File: src/rtl/hid_pkg.sv
package hid_pkg;

    // Instruction classes, in match priority order.
    typedef enum logic [4:0] {
        KIND_ADD_SUB         = 5'd0,
        KIND_SHIFT_IMM       = 5'd1,
        KIND_MOV_CMP_IMM     = 5'd2,
        KIND_ALU_OP          = 5'd3,
        KIND_BX              = 5'd4,
        KIND_HI_REG_OP       = 5'd5,
        KIND_LDR_PC_REL      = 5'd6,
        KIND_LDRH_STRH_REG   = 5'd7,
        KIND_LDRSB_LDRSH_REG = 5'd8,
        KIND_LDR_STR_REG     = 5'd9,
        KIND_LDRB_STRB_REG   = 5'd10,
        KIND_LDR_STR_IMM     = 5'd11,
        KIND_LDRB_STRB_IMM   = 5'd12,
        KIND_LDRH_STRH_IMM   = 5'd13,
        KIND_LDR_STR_SP_REL  = 5'd14,
        KIND_ADD_SP_OR_PC    = 5'd15,
        KIND_ADD_SUB_SP      = 5'd16,
        KIND_PUSH_POP        = 5'd17,
        KIND_LDM_STM         = 5'd18,
        KIND_SWI             = 5'd19,
        KIND_UNDEFINED_BCC   = 5'd20,
        KIND_BCC             = 5'd21,
        KIND_B               = 5'd22,
        KIND_BL_PREFIX       = 5'd23,
        KIND_BL_SUFFIX       = 5'd24,
        KIND_INVALID         = 5'd25
    } kind_t;

    // Decoded fields of one instruction.
    typedef struct packed {
        kind_t       kind;
        logic [3:0]  sub_op;
        logic [3:0]  dest_reg;
        logic [3:0]  src_reg;
        logic [2:0]  operand_reg;
        logic [2:0]  offset_reg;
        logic [2:0]  base_reg;
        logic [11:0] immediate;
        logic [7:0]  reg_list;
        logic [7:0]  comment_field;
        logic        flag_bit;
        logic [15:0] echo_word;
    } decode_t;

    // Class masks and patterns.
    localparam logic [15:0] MASK_F800 = 16'hF800;
    localparam logic [15:0] MASK_E000 = 16'hE000;
    localparam logic [15:0] MASK_FC00 = 16'hFC00;
    localparam logic [15:0] MASK_FF00 = 16'hFF00;
    localparam logic [15:0] MASK_F600 = 16'hF600;
    localparam logic [15:0] MASK_F000 = 16'hF000;

    localparam logic [15:0] PAT_ADD_SUB   = 16'h1800;
    localparam logic [15:0] PAT_SHIFT_IMM = 16'h0000;
    localparam logic [15:0] PAT_MOV_CMP   = 16'h2000;
    localparam logic [15:0] PAT_ALU_OP    = 16'h4000;
    localparam logic [15:0] PAT_BX        = 16'h4700;
    localparam logic [15:0] PAT_HI_REG    = 16'h4400;
    localparam logic [15:0] PAT_PC_REL    = 16'h4800;
    localparam logic [15:0] PAT_REG_XFER  = 16'h5000;
    localparam logic [15:0] PAT_WORD_IMM  = 16'h6000;
    localparam logic [15:0] PAT_BYTE_IMM  = 16'h7000;
    localparam logic [15:0] PAT_HALF_IMM  = 16'h8000;
    localparam logic [15:0] PAT_SP_REL    = 16'h9000;
    localparam logic [15:0] PAT_ADD_SP_PC = 16'hA000;
    localparam logic [15:0] PAT_ADD_SUB_SP = 16'hB000;
    localparam logic [15:0] PAT_PUSH_POP  = 16'hB400;
    localparam logic [15:0] PAT_LDM_STM   = 16'hC000;
    localparam logic [15:0] PAT_SWI       = 16'hDF00;
    localparam logic [15:0] PAT_UNDEF_BCC = 16'hDE00;
    localparam logic [15:0] PAT_BCC       = 16'hD000;
    localparam logic [15:0] PAT_B         = 16'hE000;
    localparam logic [15:0] PAT_BL_PREFIX = 16'hF000;
    localparam logic [15:0] PAT_BL_SUFFIX = 16'hF800;

    // Register-offset transfer selects, bits 10:9.
    localparam logic [1:0] XSEL_WORD  = 2'b00;
    localparam logic [1:0] XSEL_HALF  = 2'b01;
    localparam logic [1:0] XSEL_BYTE  = 2'b10;
    localparam logic [1:0] XSEL_SIGN  = 2'b11;

endpackage

File: src/rtl/hid_decode.sv
module hid_decode
(
    input  logic [15:0]     word,
    output hid_pkg::decode_t fields
);

    always_comb
    begin
        fields               = '0;
        fields.kind          = hid_pkg::KIND_INVALID;
        fields.echo_word     = word;

        if ((word & hid_pkg::MASK_F800) == hid_pkg::PAT_ADD_SUB)
        begin
            fields.kind     = hid_pkg::KIND_ADD_SUB;
            fields.flag_bit = word[10];
            fields.sub_op   = {3'b000, word[9]};
            if (word[10])
                fields.operand_reg = word[8:6];
            else
                fields.immediate   = {9'd0, word[8:6]};
            fields.src_reg  = {1'b0, word[5:3]};
            fields.dest_reg = {1'b0, word[2:0]};
        end
        else if ((word & hid_pkg::MASK_E000) == hid_pkg::PAT_SHIFT_IMM)
        begin
            fields.kind      = hid_pkg::KIND_SHIFT_IMM;
            fields.sub_op    = {2'b00, word[12:11]};
            fields.immediate = {7'd0, word[10:6]};
            fields.src_reg   = {1'b0, word[5:3]};
            fields.dest_reg  = {1'b0, word[2:0]};
        end
        else if ((word & hid_pkg::MASK_E000) == hid_pkg::PAT_MOV_CMP)
        begin
            fields.kind      = hid_pkg::KIND_MOV_CMP_IMM;
            fields.sub_op    = {2'b00, word[12:11]};
            fields.dest_reg  = {1'b0, word[10:8]};
            fields.immediate = {4'd0, word[7:0]};
        end
        else if ((word & hid_pkg::MASK_FC00) == hid_pkg::PAT_ALU_OP)
        begin
            fields.kind     = hid_pkg::KIND_ALU_OP;
            fields.sub_op   = word[9:6];
            fields.src_reg  = {1'b0, word[5:3]};
            fields.dest_reg = {1'b0, word[2:0]};
        end
        else if ((word & hid_pkg::MASK_FF00) == hid_pkg::PAT_BX)
        begin
            fields.kind     = hid_pkg::KIND_BX;
            fields.dest_reg = {word[7], word[2:0]};
            fields.src_reg  = {word[6], word[5:3]};
        end
        else if ((word & hid_pkg::MASK_FC00) == hid_pkg::PAT_HI_REG)
        begin
            fields.kind     = hid_pkg::KIND_HI_REG_OP;
            fields.dest_reg = {word[7], word[2:0]};
            fields.src_reg  = {word[6], word[5:3]};
            fields.sub_op   = {2'b00, word[9:8]};
        end
        else if ((word & hid_pkg::MASK_F800) == hid_pkg::PAT_PC_REL)
        begin
            fields.kind      = hid_pkg::KIND_LDR_PC_REL;
            fields.dest_reg  = {1'b0, word[10:8]};
            fields.immediate = {4'd0, word[7:0]};
        end
        else if ((word & hid_pkg::MASK_F000) == hid_pkg::PAT_REG_XFER)
        begin
            // all four register-offset forms share 0x5xxx; bits 10:9 pick one
            unique case (word[10:9])
                hid_pkg::XSEL_WORD: fields.kind = hid_pkg::KIND_LDR_STR_REG;
                hid_pkg::XSEL_HALF: fields.kind = hid_pkg::KIND_LDRH_STRH_REG;
                hid_pkg::XSEL_BYTE: fields.kind = hid_pkg::KIND_LDRB_STRB_REG;
                hid_pkg::XSEL_SIGN: fields.kind = hid_pkg::KIND_LDRSB_LDRSH_REG;
                default:            fields.kind = hid_pkg::KIND_INVALID;
            endcase
            fields.flag_bit   = word[11];
            fields.offset_reg = word[8:6];
            fields.base_reg   = word[5:3];
            fields.dest_reg   = {1'b0, word[2:0]};
        end
        else if ((word & hid_pkg::MASK_F000) == hid_pkg::PAT_WORD_IMM ||
                 (word & hid_pkg::MASK_F000) == hid_pkg::PAT_BYTE_IMM ||
                 (word & hid_pkg::MASK_F000) == hid_pkg::PAT_HALF_IMM)
        begin
            if ((word & hid_pkg::MASK_F000) == hid_pkg::PAT_WORD_IMM)
                fields.kind = hid_pkg::KIND_LDR_STR_IMM;
            else if ((word & hid_pkg::MASK_F000) == hid_pkg::PAT_BYTE_IMM)
                fields.kind = hid_pkg::KIND_LDRB_STRB_IMM;
            else
                fields.kind = hid_pkg::KIND_LDRH_STRH_IMM;
            fields.flag_bit  = word[11];
            fields.immediate = {7'd0, word[10:6]};
            fields.base_reg  = word[5:3];
            fields.dest_reg  = {1'b0, word[2:0]};
        end
        else if ((word & hid_pkg::MASK_F000) == hid_pkg::PAT_SP_REL)
        begin
            fields.kind      = hid_pkg::KIND_LDR_STR_SP_REL;
            fields.flag_bit  = word[11];
            fields.dest_reg  = {1'b0, word[10:8]};
            fields.immediate = {4'd0, word[7:0]};
        end
        else if ((word & hid_pkg::MASK_F000) == hid_pkg::PAT_ADD_SP_PC)
        begin
            fields.kind      = hid_pkg::KIND_ADD_SP_OR_PC;
            fields.flag_bit  = word[11];
            fields.dest_reg  = {1'b0, word[10:8]};
            fields.immediate = {4'd0, word[7:0]};
        end
        else if ((word & hid_pkg::MASK_FF00) == hid_pkg::PAT_ADD_SUB_SP)
        begin
            fields.kind      = hid_pkg::KIND_ADD_SUB_SP;
            fields.flag_bit  = word[7];
            fields.immediate = {5'd0, word[6:0]};
        end
        else if ((word & hid_pkg::MASK_F600) == hid_pkg::PAT_PUSH_POP)
        begin
            fields.kind     = hid_pkg::KIND_PUSH_POP;
            fields.sub_op   = {3'b000, word[11]};
            fields.flag_bit = word[8];
            fields.reg_list = word[7:0];
        end
        else if ((word & hid_pkg::MASK_F000) == hid_pkg::PAT_LDM_STM)
        begin
            fields.kind     = hid_pkg::KIND_LDM_STM;
            fields.sub_op   = {3'b000, word[11]};
            fields.base_reg = word[10:8];
            fields.reg_list = word[7:0];
        end
        else if ((word & hid_pkg::MASK_FF00) == hid_pkg::PAT_SWI)
        begin
            fields.kind          = hid_pkg::KIND_SWI;
            fields.comment_field = word[7:0];
        end
        else if ((word & hid_pkg::MASK_FF00) == hid_pkg::PAT_UNDEF_BCC)
        begin
            fields.kind      = hid_pkg::KIND_UNDEFINED_BCC;
            fields.sub_op    = word[11:8];
            fields.immediate = {4'd0, word[7:0]};
        end
        else if ((word & hid_pkg::MASK_F000) == hid_pkg::PAT_BCC)
        begin
            fields.kind      = hid_pkg::KIND_BCC;
            fields.sub_op    = word[11:8];
            fields.immediate = {4'd0, word[7:0]};
        end
        else if ((word & hid_pkg::MASK_F800) == hid_pkg::PAT_B)
        begin
            fields.kind      = hid_pkg::KIND_B;
            fields.immediate = {1'b0, word[10:0]};
        end
        else if ((word & hid_pkg::MASK_F800) == hid_pkg::PAT_BL_PREFIX)
        begin
            // sign-extend the 11-bit offset
            fields.kind      = hid_pkg::KIND_BL_PREFIX;
            fields.immediate = {word[10], word[10:0]};
        end
        else if ((word & hid_pkg::MASK_F800) == hid_pkg::PAT_BL_SUFFIX)
        begin
            fields.kind      = hid_pkg::KIND_BL_SUFFIX;
            fields.immediate = {1'b0, word[10:0]};
        end
    end

endmodule

File: src/rtl/halfword_instruction_decoder.sv
// Halfword instruction decoder.
//
// Input stream (s_axis_*): one 16-bit instruction word per transaction.
// Output stream (m_axis_*): one decoded transaction per input word, in order.
// The class code rides on m_axis_tuser; all other fields are in m_axis_tdata.
//
// Pipeline: input register -> class match and field extraction -> result
// register. m_axis_tvalid rises once a word has gone through the input and
// result registers; a stall at the output can hold it in the input register.
// Throughput is one word per cycle while the output is not stalled; both
// registers advance together when the result register is empty or being
// taken.
// Stall: when m_axis_tready is low with a result waiting, the result is
// held and the input register may still fill, so one more word is taken
// before s_axis_tready drops. Nothing is lost or repeated.
//
// Reset (rst_n low, asynchronous): both pipeline stages are emptied; the
// block is ready to accept a word as soon as reset is released.
module halfword_instruction_decoder
(
    input  logic        clk,
    input  logic        rst_n,

    input  logic        s_axis_tvalid,
    output logic        s_axis_tready,
    input  logic [15:0] s_axis_tdata,   // [15:0] instruction

    output logic        m_axis_tvalid,
    input  logic        m_axis_tready,
    // [3:0] sub_op, [7:4] dest_reg, [11:8] src_reg, [14:12] operand_reg,
    // [17:15] offset_reg, [20:18] base_reg, [32:21] immediate,
    // [40:33] reg_list, [48:41] comment_field, [49] flag_bit,
    // [65:50] echo_word, [71:66] zero
    output logic [71:0] m_axis_tdata,
    output logic [4:0]  m_axis_tuser    // [4:0] kind
);

    logic             in_valid_reg;
    logic             in_valid_next;
    logic [15:0]      in_word_reg;
    logic             out_valid_reg;
    logic             out_valid_next;
    hid_pkg::decode_t out_reg;
    hid_pkg::decode_t decoded;
    logic             out_advance;

    // Result stage can load when empty or its content is being taken.
    assign out_advance   = !out_valid_reg || m_axis_tready;
    assign s_axis_tready = !in_valid_reg || out_advance;

    hid_decode u_decode
    (
        .word   (in_word_reg),
        .fields (decoded)
    );

    always_comb
    begin
        in_valid_next  = in_valid_reg;
        out_valid_next = out_valid_reg;
        if (out_advance)
            out_valid_next = in_valid_reg;
        if (s_axis_tready)
            in_valid_next = s_axis_tvalid;
    end

    always_ff @(posedge clk or negedge rst_n)
    begin
        if (!rst_n)
        begin
            in_valid_reg  <= 1'b0;
            out_valid_reg <= 1'b0;
        end
        else
        begin
            in_valid_reg  <= in_valid_next;
            out_valid_reg <= out_valid_next;
        end
    end

    // Payload registers, no reset.
    always_ff @(posedge clk)
    begin
        if (s_axis_tready && s_axis_tvalid)
            in_word_reg <= s_axis_tdata;
        if (out_advance && in_valid_reg)
            out_reg <= decoded;
    end

    assign m_axis_tvalid = out_valid_reg;
    assign m_axis_tuser  = out_reg.kind;
    assign m_axis_tdata  = {6'd0,
                            out_reg.echo_word,
                            out_reg.flag_bit,
                            out_reg.comment_field,
                            out_reg.reg_list,
                            out_reg.immediate,
                            out_reg.base_reg,
                            out_reg.offset_reg,
                            out_reg.operand_reg,
                            out_reg.src_reg,
                            out_reg.dest_reg,
                            out_reg.sub_op};

endmodule
File: config.mk
export PLATFORM = sky130hd
export DESIGN_NAME = halfword_instruction_decoder
export DESIGN_NICKNAME = d
export VERILOG_FILES = /design/src/rtl/hid_pkg.sv /design/src/rtl/hid_decode.sv /design/src/rtl/halfword_instruction_decoder.sv
export SDC_FILE = /design/constraint.sdc
export NUM_CORES = 1
export LEC_CHECK = 0
export BUFFER_PORTS_ARGS = -buffer_cell sky130_fd_sc_hd__buf_4
export CAP_MARGIN = 20
export CELL_PAD_IN_SITES_DETAIL_PLACEMENT = 0
export CELL_PAD_IN_SITES_GLOBAL_PLACEMENT = 1
export CORE_UTILIZATION = 43
export CTS_CLUSTER_DIAMETER = 200
export CTS_CLUSTER_SIZE = 28
export DETAILED_ROUTE_END_ITERATION = 10
export PLACE_DENSITY_LB_ADDON = 0.1
export SLEW_MARGIN = 20
export SYNTH_ARGS = -nofsm -noshare
export SYNTH_HDL_FRONTEND = slang
export SYNTH_HIERARCHICAL = 1
export SYNTH_SLANG_ARGS = --single-unit
File: constraint.sdc
create_clock -name clk -period 3.6 [get_ports clk]
set_input_delay 0.72 -clock clk [delete_from_list [all_inputs] [get_ports clk]]
set_output_delay 0.72 -clock clk [all_outputs]
set_load 0.02 [all_outputs]
# Word-level counts from Yosys, hierarchy flattened
# Cells that the tools add are included.
word_totals:
  regBits: 89
  in_bits: 20
  out_inout_bits: 79
  elab_cells: 177
classes:
  n_eq_ne: 24
  n_mux: 111
  bitwise: 2
  reduce_logical: 18
op_table:
  columns: ["operator", "count"]
  rows:
  - ["$mux 15", 21]
  - ["$mux 12", 13]
  - ["$mux 9", 11]
  - ["$mux 29", 3]
  - ["$mux 16", 4]
  - ["$mux 4", 16]
  - ["$mux 8", 6]
  - ["$mux 5", 9]
  - ["$mux 28", 1]
  - ["$mux 3", 9]
  - ["$eq 8x8->1 const B", 3]
  - ["$mux 11", 2]
  - ["$eq 4x4->1 const B", 5]
  - ["$pmux 5 s4", 1]
  - ["$mux 17", 1]
  - ["$logic_not 16->1", 1]
  - ["$eq 5x5->1 const B", 3]
  - ["$reduce_or 15->1", 1]
  - ["$mux 14", 1]
  - ["$mux 13", 1]
  - ["$eq 4x3->1 const B", 3]
  - ["$eq 6x5->1 const B", 2]
  - ["$reduce_or 12->1", 1]
  - ["$mux 1", 11]
  - ["19 further kinds", 26]

# Longest topological paths before layout
# Gate-level depths: netlist of run 1.
logic_depth:
  ltp_word: 40
  depth_mapped: 8
  depth_no_buf: 6

# Cells and area by module
# The synthesis of run 1 kept the hierarchy.
modules_own_cells:
  columns: ["mod", "n_inst", "cells_per_inst", "area_each_um2"]
  rows:
  - ["halfword_instruction_decoder", 1, 102, 2765.2]
  - ["hid_decode", 1, 233, 1478.9]

# Worst setup path after synthesis of run 1
# No wires, ideal clock.
synth_timing:
  kind: "input to register"
  start: "in m_axis_tready"
  end: "reg out_reg, in the netlist m_axis_tdata[0] (enable)"
  t_arrival_ps: 2499
  t_required_ps: 3163
  setup_slack_ps: 664
  cell_stages: 2
  n_path_buf: 0
  path_cell_list: "nand2b_1 > and2_1"
synth_via:
  elab_chain_len: 2
synth_lines:
  columns: ["item", "line_no", "source"]
  rows:
  - ["from (decl)", "halfword_instruction_decoder.sv:29", "input logic m_axis_tready,"]
  - ["$logic_or 1x1->1", "halfword_instruction_decoder.sv:48", "assign out_advance = !out_valid_reg || m_axis_tready;"]
  - ["$logic_and 1x1->1", "halfword_instruction_decoder.sv:86", "if (out_advance && in_valid_reg)"]
  - ["to (signal assigned)", "halfword_instruction_decoder.sv:87", "out_reg <= decoded;"]
  - ["to (decl)", "halfword_instruction_decoder.sv:43", "hid_pkg::decode_t out_reg;"]
# Every way passes these cells.
# A chain may end at the register's enable or synchronous reset.

# Final worst setup path of run 1
layout_timing:
  start: "reg in_word_reg[9]"
  end: "reg out_reg, in the netlist m_axis_tdata[46], data pin"
layout_via:
  elab_chain_len: 3
  elab_cells_between_ends: 6
layout_lines:
  columns: ["item", "line_no", "source"]
  rows:
  - ["from (decl)", "halfword_instruction_decoder.sv:40", "logic [15:0] in_word_reg;"]
  - ["from (signal assigned)", "halfword_instruction_decoder.sv:85", "in_word_reg <= s_axis_tdata;"]
  - ["$eq 8x8->1", "hid_decode.sv:130", "else if ((word & hid_pkg::MASK_FF00) == hid_pkg::PAT_SWI)"]
  - ["$not 1->1 (no line)", null, null]
  - ["$reduce_or 15->1 (no line) *", null, null]
# Every way passes the cells marked *; elsewhere a longest branch is shown, timed or not.

==> flow_summary_export.csv, run 1 <==
group,metric,value,unit
status,run_status,"finished clean",
timing,skew,0.0155,ns
yosys,synth_cell_types,61,
clock_network,cts_buffers,9,
final_layout,largest_reg_flops,66,
clock_network,cts-root-buf,"clkbuf_8",
placed_design,dp_hpwl,6620,um
final_layout,drive_gt1_frac,0.309,
power,power_switching,0.665,mW
routing,vias_per_cell,5.52,
power,ir_drop,0.201,mV
worst_setup_path,crit_type,"reg2reg",
floorplanning,row_count,35,
global_routing,grt_pass1_vias,2691,
floorplanning,start_util,0.451,
clock_network,path_clk_slew,0.09,ns
final_layout,final_cells,540,
clock_network,cts_sinks,89,
global_routing,grt_remaining_overflow,0,
clock_network,cts_resized,0,
timing,finalHoldViolCount,0,
floorplanning,die_x,101,um
worst_setup_path,crit_arrival,2.55,ns
timing,finalSetupTns,0,ns
placed_design,place_area,4910,um2
routing,ant_nets,0,
power,switching_share,0.288,
routing,drt_iter0_drc,291,
yosys,synthCells,335,
routing,drcViolationCount,0,
timing,hold-worst-slack,0.120,ns
power,p_leak,2.00,nW
floorplanning,coreArea,9420,um2
yosys,ys_ff_latch,89,
final_layout,design_area,5090,um2
worst_setup_path,rr_startpoint,"in_word_reg[9]",
timing,fin_crit,2.33,ns
routing,drt_pass1_iterations,5,
timing,setup_viol,0,
worst_setup_path,crit_family,"simple AND/OR/NAND/NOR gates",
routing,wl_per_cell,18.2,um
worst_setup_path,critical_path.max_stage_delay,0.75,ns
clock_network,postCtsSetupBuffers,0,
power,p_per_area,454,nW/um2
yosys,async_flop_share,0.0225,
yosys,avgSynthCellArea,12.7,um2
timing,max_freq,429,MHz
yosys,synth_area,4240,um2
yosys,yosysWarnings,6,
worst_setup_path,path_cells,"nand4_1 > nor3_1 > and3_1",
timing,worst-slew-pin-transition,0.852,ns
worst_setup_path,crit_path_end_kind,"register",
global_routing,grt_util_all_layers,0.197,
timing,slew_headroom,0.432,
routing,routed_wl,9830,um
routing,num_vias,2983,
worst_setup_path,crit_required,3.82,ns
clock_network,cts_tree,"done",
timing,slew_violations,0,
timing,min_period_over_period,0.647,
job,maxCapViolCount,0,
power,pwr-share-seq,0.558,
worst_setup_path,start_kind,"register",
worst_setup_path,crit_buf_inv,0,
clock_network,h-tree-depth,3,
power,combPwrFrac,0.169,
floorplanning,dieArea,10300,um2
worst_setup_path,critPathSlowestCell,"edfxtp_1",
global_routing,antenna_found_initial,0,
yosys,ys_seq_area_frac,0.627,
worst_setup_path,critPathMaxFanout,15,
final_layout,nNetsFinal,429,
yosys,synth-edff-count,87,
final_layout,layout-area-overhead-vs-synth,19.9,%
final_layout,n_antenna_cell,0,
power,internal_power,1.65,mW
timing,rsz0062_at_grt,"false",
clock_network,clock_latency,0.36,ns
clock_network,cts_buffer_depth,2,
worst_setup_path,cp-startpoint,"in_word_reg[9]",
global_routing,grt_pass1_wl,14800,um
floorplanning,ios,99,
placed_design,dp.cells,524,
yosys,ys.flop_type,"edfxtp_1",
global_routing,grt_max_degree,42,
floorplanning,die_h,101,um
worst_hold_path,min_path_type,"in2async",
placed_design,finalWeightedCongestion,0.848,
power,clock_power_share,0.272,
placed_design,io_buffers,92,
clock_network,holdBufCountCts,0,
## power by group through the flow
| stage | Clock, mW | Combinational [mW] | Sequential [mW] |
|---|---|---|---|
| final | 0.629 | 0.391 | 1.29 |
| after global routing | 0.684 | 0.417 | 1.30 |
| after CTS | 0.648 | 0.392 | 1.29 |
| after detailed placement | 0 | 0.391 | 1.31 |
| after global placement | 0 | 0.389 | 1.31 |
| after floorplan | 0 | 0.183 | 1.37 |
## worst paths after layout
kind | to | slack (ns) | cells after the start
setup / recovery | m_axis_tdata[46] | 1.27 | 3
min in group clk | in_word_reg[9] | 0.53 | 1
hold reg to reg | m_axis_tdata[50] | 0.56 | 0
max in group asynchronous | m_axis_tvalid | 3.39 | 1
hold / removal | in_valid_reg | 0.12 | 1
setup reg to reg | m_axis_tdata[46] | 1.27 | 3
## cell type report
cell class              count  area [um2]
fillers                   823        4330
flip-flops and latches     89        2660
multi-input cells         199        1310
repair buffers            100         751
well taps                 129         161
clock buffers               9         124
clock inverters             7        55.1
inverters                   7        26.3
## kinds of logic after synthesis
family,count (synthesis),share of synthesized area
AND/OR/NAND/NOR,110,0.153
AO/OA/AOI/OAI,77,0.134
flip-flops,89,0.627
other,1,0.000884
multiplexers,3,0.00708
buffers and inverters,52,0.0690
adder cells (fa/ha/maj),3,0.00885
## stage by stage
step	worst slack, ns	total power [mW]	utilization
after floorplan	0.664	1.55	-
after global placement	1.37	1.70	0.521
after detailed placement	1.32	1.70	0.521
after CTS	1.30	2.33	0.540
after global routing	1.18	2.40	0.540
final	1.27	2.31	0.540
## layout by cell type (no fill, tap or decap), drive strengths merged, types with 3 or more instances in the layout
master  count
buf       100
edfxtp     87
and3       19
nor2       17
o21ai      16
nand2      14
and2       14
nand2b     12
a21oi      11
clkbuf      9
nor4        8
inv         8
a22o        7
conb        6
nor2b       5
o22ai       5
o211ai      5
clkinv      5
nor3        4
o21a        4
mux2i       3
a21o        3
a2111o      3
a31oi       3
nand3       3
or3b        3
ha          3
o221ai      3
nand3b      3
## metal layers
metal,part of all wire,GRT usage,up-vias
li1,-,-,1391
met1,0.46,0.284,1424
met2,0.46,0.288,148
met3,0.065,0.0380,20
met4,0.017,0.0892,0
met5,0,0,-
## Yosys cell counts (5+ instances only)
cell type / n / area [um2]
a21oi_1: 11 / 55.1
a22o_1: 7 / 61.3
and2_1: 13 / 81.3
and3_1: 19 / 119
buf_2: 6 / 30.0
buf_4: 22 / 165
clkbuf_1: 14 / 52.6
edfxtp_1: 87 / 2610
inv_1: 6 / 22.5
nand2_1: 14 / 52.6
nand2b_1: 12 / 75.1
nor2_1: 17 / 63.8
nor2b_1: 5 / 31.3
nor4_1: 7 / 43.8
o21ai_0: 14 / 70.1
o22ai_1: 5 / 31.3
No activity file was read; power rests on OpenSTA's default activity.
==> inputs of run 2 (changes only) <==
- clock period: 3.6 -> 2.34 ns (I/O delays scaled with it)
==> flow_summary_export.csv, run 2 (synthesized netlist as in run 1, its figures left out) <==
group,metric,value,unit
timing,finalSetupTns,0,ns
clock_network,cts_buffers,9,
routing,ant_nets,0,
global_routing,grt_remaining_overflow,0,
timing,min_period_over_period,0.853,
power,ir_drop,0.356,mV
clock_network,clock_latency,0.36,ns
worst_setup_path,critPathSlowestCell,"edfxtp_1",
routing,vias_per_cell,5.43,
global_routing,grt_util_all_layers,0.207,
global_routing,grt_max_degree,42,
final_layout,largest_reg_flops,66,
placed_design,io_buffers,92,
power,combPwrFrac,0.183,
final_layout,layout-area-overhead-vs-synth,24.5,%
clock_network,h-tree-depth,3,
placed_design,finalWeightedCongestion,0.869,
floorplanning,die_h,101,um
routing,routed_wl,10200,um
floorplanning,row_count,35,
worst_setup_path,crit_required,2.47,ns
worst_setup_path,rr_worst_depth,6,
final_layout,drive_gt1_frac,0.342,
final_layout,design_area,5290,um2
timing,worst-slew-pin-transition,0.695,ns
worst_hold_path,hold-path-endpoint,"in_word_reg[3]",
clock_network,path_clk_slew,0.10,ns
worst_setup_path,crit_path_end_kind,"register",
floorplanning,coreArea,9420,um2
power,power_switching,1.04,mW
floorplanning,die_x,101,um
routing,drt_iter0_drc,270,
floorplanning,dieArea,10300,um2
status,run_status,"finished clean",
worst_setup_path,cpMostUsedCell,"buf_4",
worst_setup_path,crit_buf_inv,2,
worst_hold_path,whs_path_depth,1,
floorplanning,start_util,0.451,
clock_network,cts_resized,0,
power,switching_share,0.288,
final_layout,nNetsFinal,451,
floorplanning,ios,99,
power,p_leak,2.12,nW
worst_setup_path,crit_family,"compound AO/OA/AOI/OAI gates",
power,p_per_area,683,nW/um2
final_layout,final_cell_mix,"buf_4, edfxtp_1, and3_1",
timing,rsz0062_at_grt,"false",
clock_network,cts_sinks,89,
global_routing,grt_pass1_vias,2760,
worst_hold_path,hp-start,"s_axis_tdata[3]",
worst_setup_path,crit_arrival,2.12,ns
power,pwr-share-seq,0.545,
timing,layout_setup_ws,0.345,ns
global_routing,antenna_found_initial,0,
global_routing,grt_pass1_wl,15600,um
final_layout,n_antenna_cell,0,
worst_setup_path,critPathMaxFanout,16,
clock_network,postCtsSetupBuffers,0,
worst_setup_path,start_kind,"register",
timing,slew_headroom,0.537,
worst_setup_path,path_cells,"buf_4 > buf_4 > nand4bb_1 > a21o_1 > o211ai_1 > a22o_1",
placed_design,place_area,5090,um2
routing,drt_pass1_iterations,5,
timing,finalHoldViolCount,0,
timing,slew_violations,0,
worst_setup_path,reg2reg_to,"m_axis_tdata[25]",
worst_hold_path,min_path_type,"in2reg",
final_layout,final_common_cell,"buf_4",
job,maxCapViolCount,0,
timing,max_freq,501,MHz
clock_network,cts_tree,"done",
clock_network,cts-root-buf,"clkbuf_8",
power,clock_power_share,0.272,
power,internal_power,2.57,mW
routing,wl_per_cell,18.2,um
placed_design,dp_hpwl,7200,um
routing,drcViolationCount,0,
timing,fin_crit,2.00,ns
worst_setup_path,r2r_setup_slack,0.34,ns
timing,skew,0.0122,ns
routing,num_vias,3049,
placed_design,post-place-ws,0.392,ns
worst_setup_path,rr_startpoint,"in_word_reg[11]",
timing,setup_viol,0,
worst_setup_path,critical_path.max_stage_delay,0.50,ns
worst_setup_path,crit_type,"reg2reg",
clock_network,cts_buffer_depth,2,
run 2: cell count changes in the layout (fill, tap and decap cells not counted):
cell and change:
inv_6 +3, buf_4 +19, dlygate4sd3_1 +1, clkinv_2 -1
clkinv_4 -2, buf_12 +2
run 2: worst max-delay path by stage:
stage | from | to | slack, ns | cells past startpoint
global route | in_word_reg[14] | m_axis_tdata[22] | 0.21 | 4
detailed placement | in_word_reg[8] | m_axis_tdata[25] | 0.39 | 4
global placement | in_word_reg[14] | m_axis_tdata[25] | 0.42 | 4
CTS | in_word_reg[8] | m_axis_tdata[23] | 0.38 | 4
finish | in_word_reg[11] | m_axis_tdata[25] | 0.34 | 6
floorplan | m_axis_tvalid | m_axis_tdata[0] | 0.40 | 2
run 2: power by group through the flow:
stage               sequential (mW)  combinational, mW  clock, mW
finish                         1.97              0.661      0.982
global route                   1.98              0.706       1.07
CTS                            1.97              0.661       1.02
detailed placement             2.01              0.658          0
global placement               2.00              0.657          0
floorplan                      2.11              0.283          0
run 2: stage by stage:
stage / cells / util / power [mW] / hold slack, ns
after floorplan: 340 / - / 2.39 / 0.172
after global placement: 545 / 0.541 / 2.66 / 0.252
after detailed placement: 545 / 0.541 / 2.66 / 0.252
after CTS: 562 / 0.561 / 3.65 / 0.258
after global routing: 562 / 0.561 / 3.76 / 0.257
final: 562 / 0.561 / 3.61 / 0.275
run 2: cell type report:
type,instances,area [um2]
Sequential cell,89,2660
Multi-Input combinational cell,199,1310
Tap cell,129,161
Timing Repair Buffer,122,943
Clock buffer,9,124
Fill cell,814,4130
Clock inverter,7,58.8
Inverter,7,26.3
run 2: per-layer routing:
metal,vias to the layer above,GRT usage,wire (um),part of all wire
met5,-,0,0,0
met2,153,0.311,4620,0.45
met1,1448,0.292,4680,0.46
met4,0,0.0970,243,0.024
li1,1429,-,-,-
met3,19,0.0400,688,0.067
run 2: worst reg2reg max path: stages (launching register included):
cell and delay [ns]:
edfxtp_1 0.50, buf_4 0.22, buf_4 0.20, nand4bb_1 0.13, a21o_1 0.26, o211ai_1 0.20
a22o_1 0.27
run 2: timing repair:
action | in CTS | in global routing
setup endpoints to repair | 0 | 0
hold endpoints to repair | 2 | 0
hold buffers | 1 | 0
==> inputs of run 3 (changes only) <==
- GPL_TIMING_DRIVEN: not set -> 0
- REMOVE_ABC_BUFFERS: not set -> 1
==> flow_summary_export.csv, run 3 (synthesized netlist as in run 1, its figures left out) <==
group,metric,value,unit
worst_hold_path,whs_path_depth,1,
final_layout,layout-area-overhead-vs-synth,24.3,%
power,ir_drop,0.341,mV
placed_design,dp_hpwl,6180,um
clock_network,path_clk_slew,0.10,ns
worst_setup_path,cp-startpoint,"in_word_reg[15]",
placed_design,finalWeightedCongestion,0.818,
worst_setup_path,r2r_setup_slack,0.13,ns
worst_setup_path,path_cells,"clkinv_2 > a2111o_1 > o21a_2 > o211ai_2",
final_layout,final_cell_mix,"buf_4, edfxtp_1, and3_1",
timing,slew_headroom,0.476,
timing,min_period_over_period,0.944,
worst_setup_path,endpoint,"m_axis_tdata[23]",
worst_hold_path,min_path_type,"in2reg",
timing,worst-slew-pin-transition,0.785,ns
final_layout,nNetsFinal,443,
clock_network,cts-root-buf,"clkbuf_8",
final_layout,regArea,2660,um2
worst_setup_path,rr_worst_depth,4,
worst_setup_path,crit_type,"reg2reg",
final_layout,design_area,5270,um2
power,p_per_area,710,nW/um2
worst_setup_path,crit_arrival,2.41,ns
global_routing,grt_max_degree,46,
floorplanning,die_x,101,um
routing,num_vias,3100,
floorplanning,row_count,35,
floorplanning,start_util,0.451,
timing,setup_viol,0,
floorplanning,dieArea,10300,um2
floorplanning,ios,99,
final_layout,largest_reg_flops,66,
power,p_leak,2.10,nW
routing,drt_pass1_iterations,5,
worst_setup_path,critPathSlowestCell,"edfxtp_1",
final_layout,final_common_cell,"buf_4",
routing,ant_nets,0,
routing,drcViolationCount,0,
routing,vias_per_cell,5.60,
global_routing,grt_util_all_layers,0.215,
worst_setup_path,crit_required,2.54,ns
status,run_status,"finished clean",
clock_network,h-tree-depth,3,
timing,rsz0062_at_grt,"false",
final_layout,multiInputGateArea,1320,um2
timing,finalHoldViolCount,0,
power,finalPower,3.75,mW
routing,routed_wl,10500,um
clock_network,clock_latency,0.36,ns
final_layout,n_antenna_cell,0,
final_layout,fillCellCount,818,
job,maxCapViolCount,0,
final_layout,fin_util,0.560,
worst_setup_path,critical_path.max_stage_delay,0.87,ns
clock_network,cts_sinks,89,
floorplanning,die_h,101,um
routing,wl_met2,5120,um
timing,max_freq,453,MHz
routing,drt_iter0_drc,287,
global_routing,grt_pass1_vias,2887,
global_routing,grt_remaining_overflow,0,
global_routing,grt_pass1_wl,16100,um
worst_setup_path,crit_path_end_kind,"register",
clock_network,cts_tree,"done",
timing,skew,0.0142,ns
timing,slew_violations,0,
final_layout,drive_gt1_frac,0.336,
timing,fin_crit,2.21,ns
routing,wl_per_cell,19.0,um
floorplanning,coreArea,9420,um2
worst_setup_path,start_kind,"register",
routing,top_layer,"met4",
global_routing,antenna_found_initial,0,
clock_network,cts_buffer_depth,2,
routing,wl_met1,4530,um
clock_network,cts_buffers,9,
worst_setup_path,critPathMaxFanout,19,
routing,wl_met3,770,um
worst_setup_path,reg2reg_to,"m_axis_tdata[23]",
placed_design,io_buffers,92,
placed_design,place_area,4890,um2
worst_setup_path,rr_startpoint,"in_word_reg[15]",
[run 3: layout make-up]
cell class | count | area share
sequential | 89 | 0.505
multi-input combinational | 199 | 0.251
timing repair buffer | 114 | 0.169
tap | 129 | 0.0306
clock buffer | 9 | 0.0235
clock inverter | 7 | 0.0154
inverter | 7 | 0.00522
[run 3: power by group]
| group | switching [mW] | total (mW) | leakage [nW] | internal, mW |
|---|---|---|---|---|
| Clock | 0.603 | 1.12 | 0.107 | 0.515 |
| Combinational | 0.384 | 0.649 | 1.12 | 0.265 |
| Sequential | 0.0828 | 1.98 | 0.878 | 1.90 |
[run 3: metrics by stage]
step                instances  hold WS [ns]  worst slack [ns]  TNS [ns]
floorplan                 295         0.172            -0.370    -26.24
global placement          516         0.251            -0.982    -73.86
detailed placement        518         0.253            -0.322     -3.82
CTS                       546         0.255            0.0150         0
global route              554         0.249           0.00542         0
finish                    554         0.272             0.131         0
[run 3: how the worst min path moves through the flow]
| stage | start | to |
|---|---|---|
| 4_1_cts | s_axis_tdata[0] | in_word_reg[0] |
| 3_3_place_gp | rst_n | in_valid_reg |
| 5_1_grt | s_axis_tdata[1] | in_word_reg[1] |
| 2_1_floorplan | rst_n | in_valid_reg |
| 6_report | s_axis_tdata[1] | in_word_reg[1] |
| 3_5_place_dp | rst_n | in_valid_reg |
[run 3: repair_timing]
| item | 4_1_cts | 5_1_grt |
|---|---|---|
| setup endpoints to repair | 27 | 10 |
| endpoints found under the hold margin | 2 | 0 |
| gates resized for setup | 1 | 3 |
| setup buffers | 11 | 8 |
| hold buffers | 1 | 0 |
[run 3: worst max-delay path, delay by kind of cell, from the launching register on]
kind / cells / cell delay, ns
DFF: 1 / 0.87
buffers and inverters: 1 / 0.33
AOI/OAI and AO/OA: 3 / 0.84
[run 3: routing by layer]
layer,vias to the layer above,track usage
li1,1421,-
met1,1493,0.296
met2,172,0.342
met3,14,0.0366
met4,0,0.0803
met5,-,0
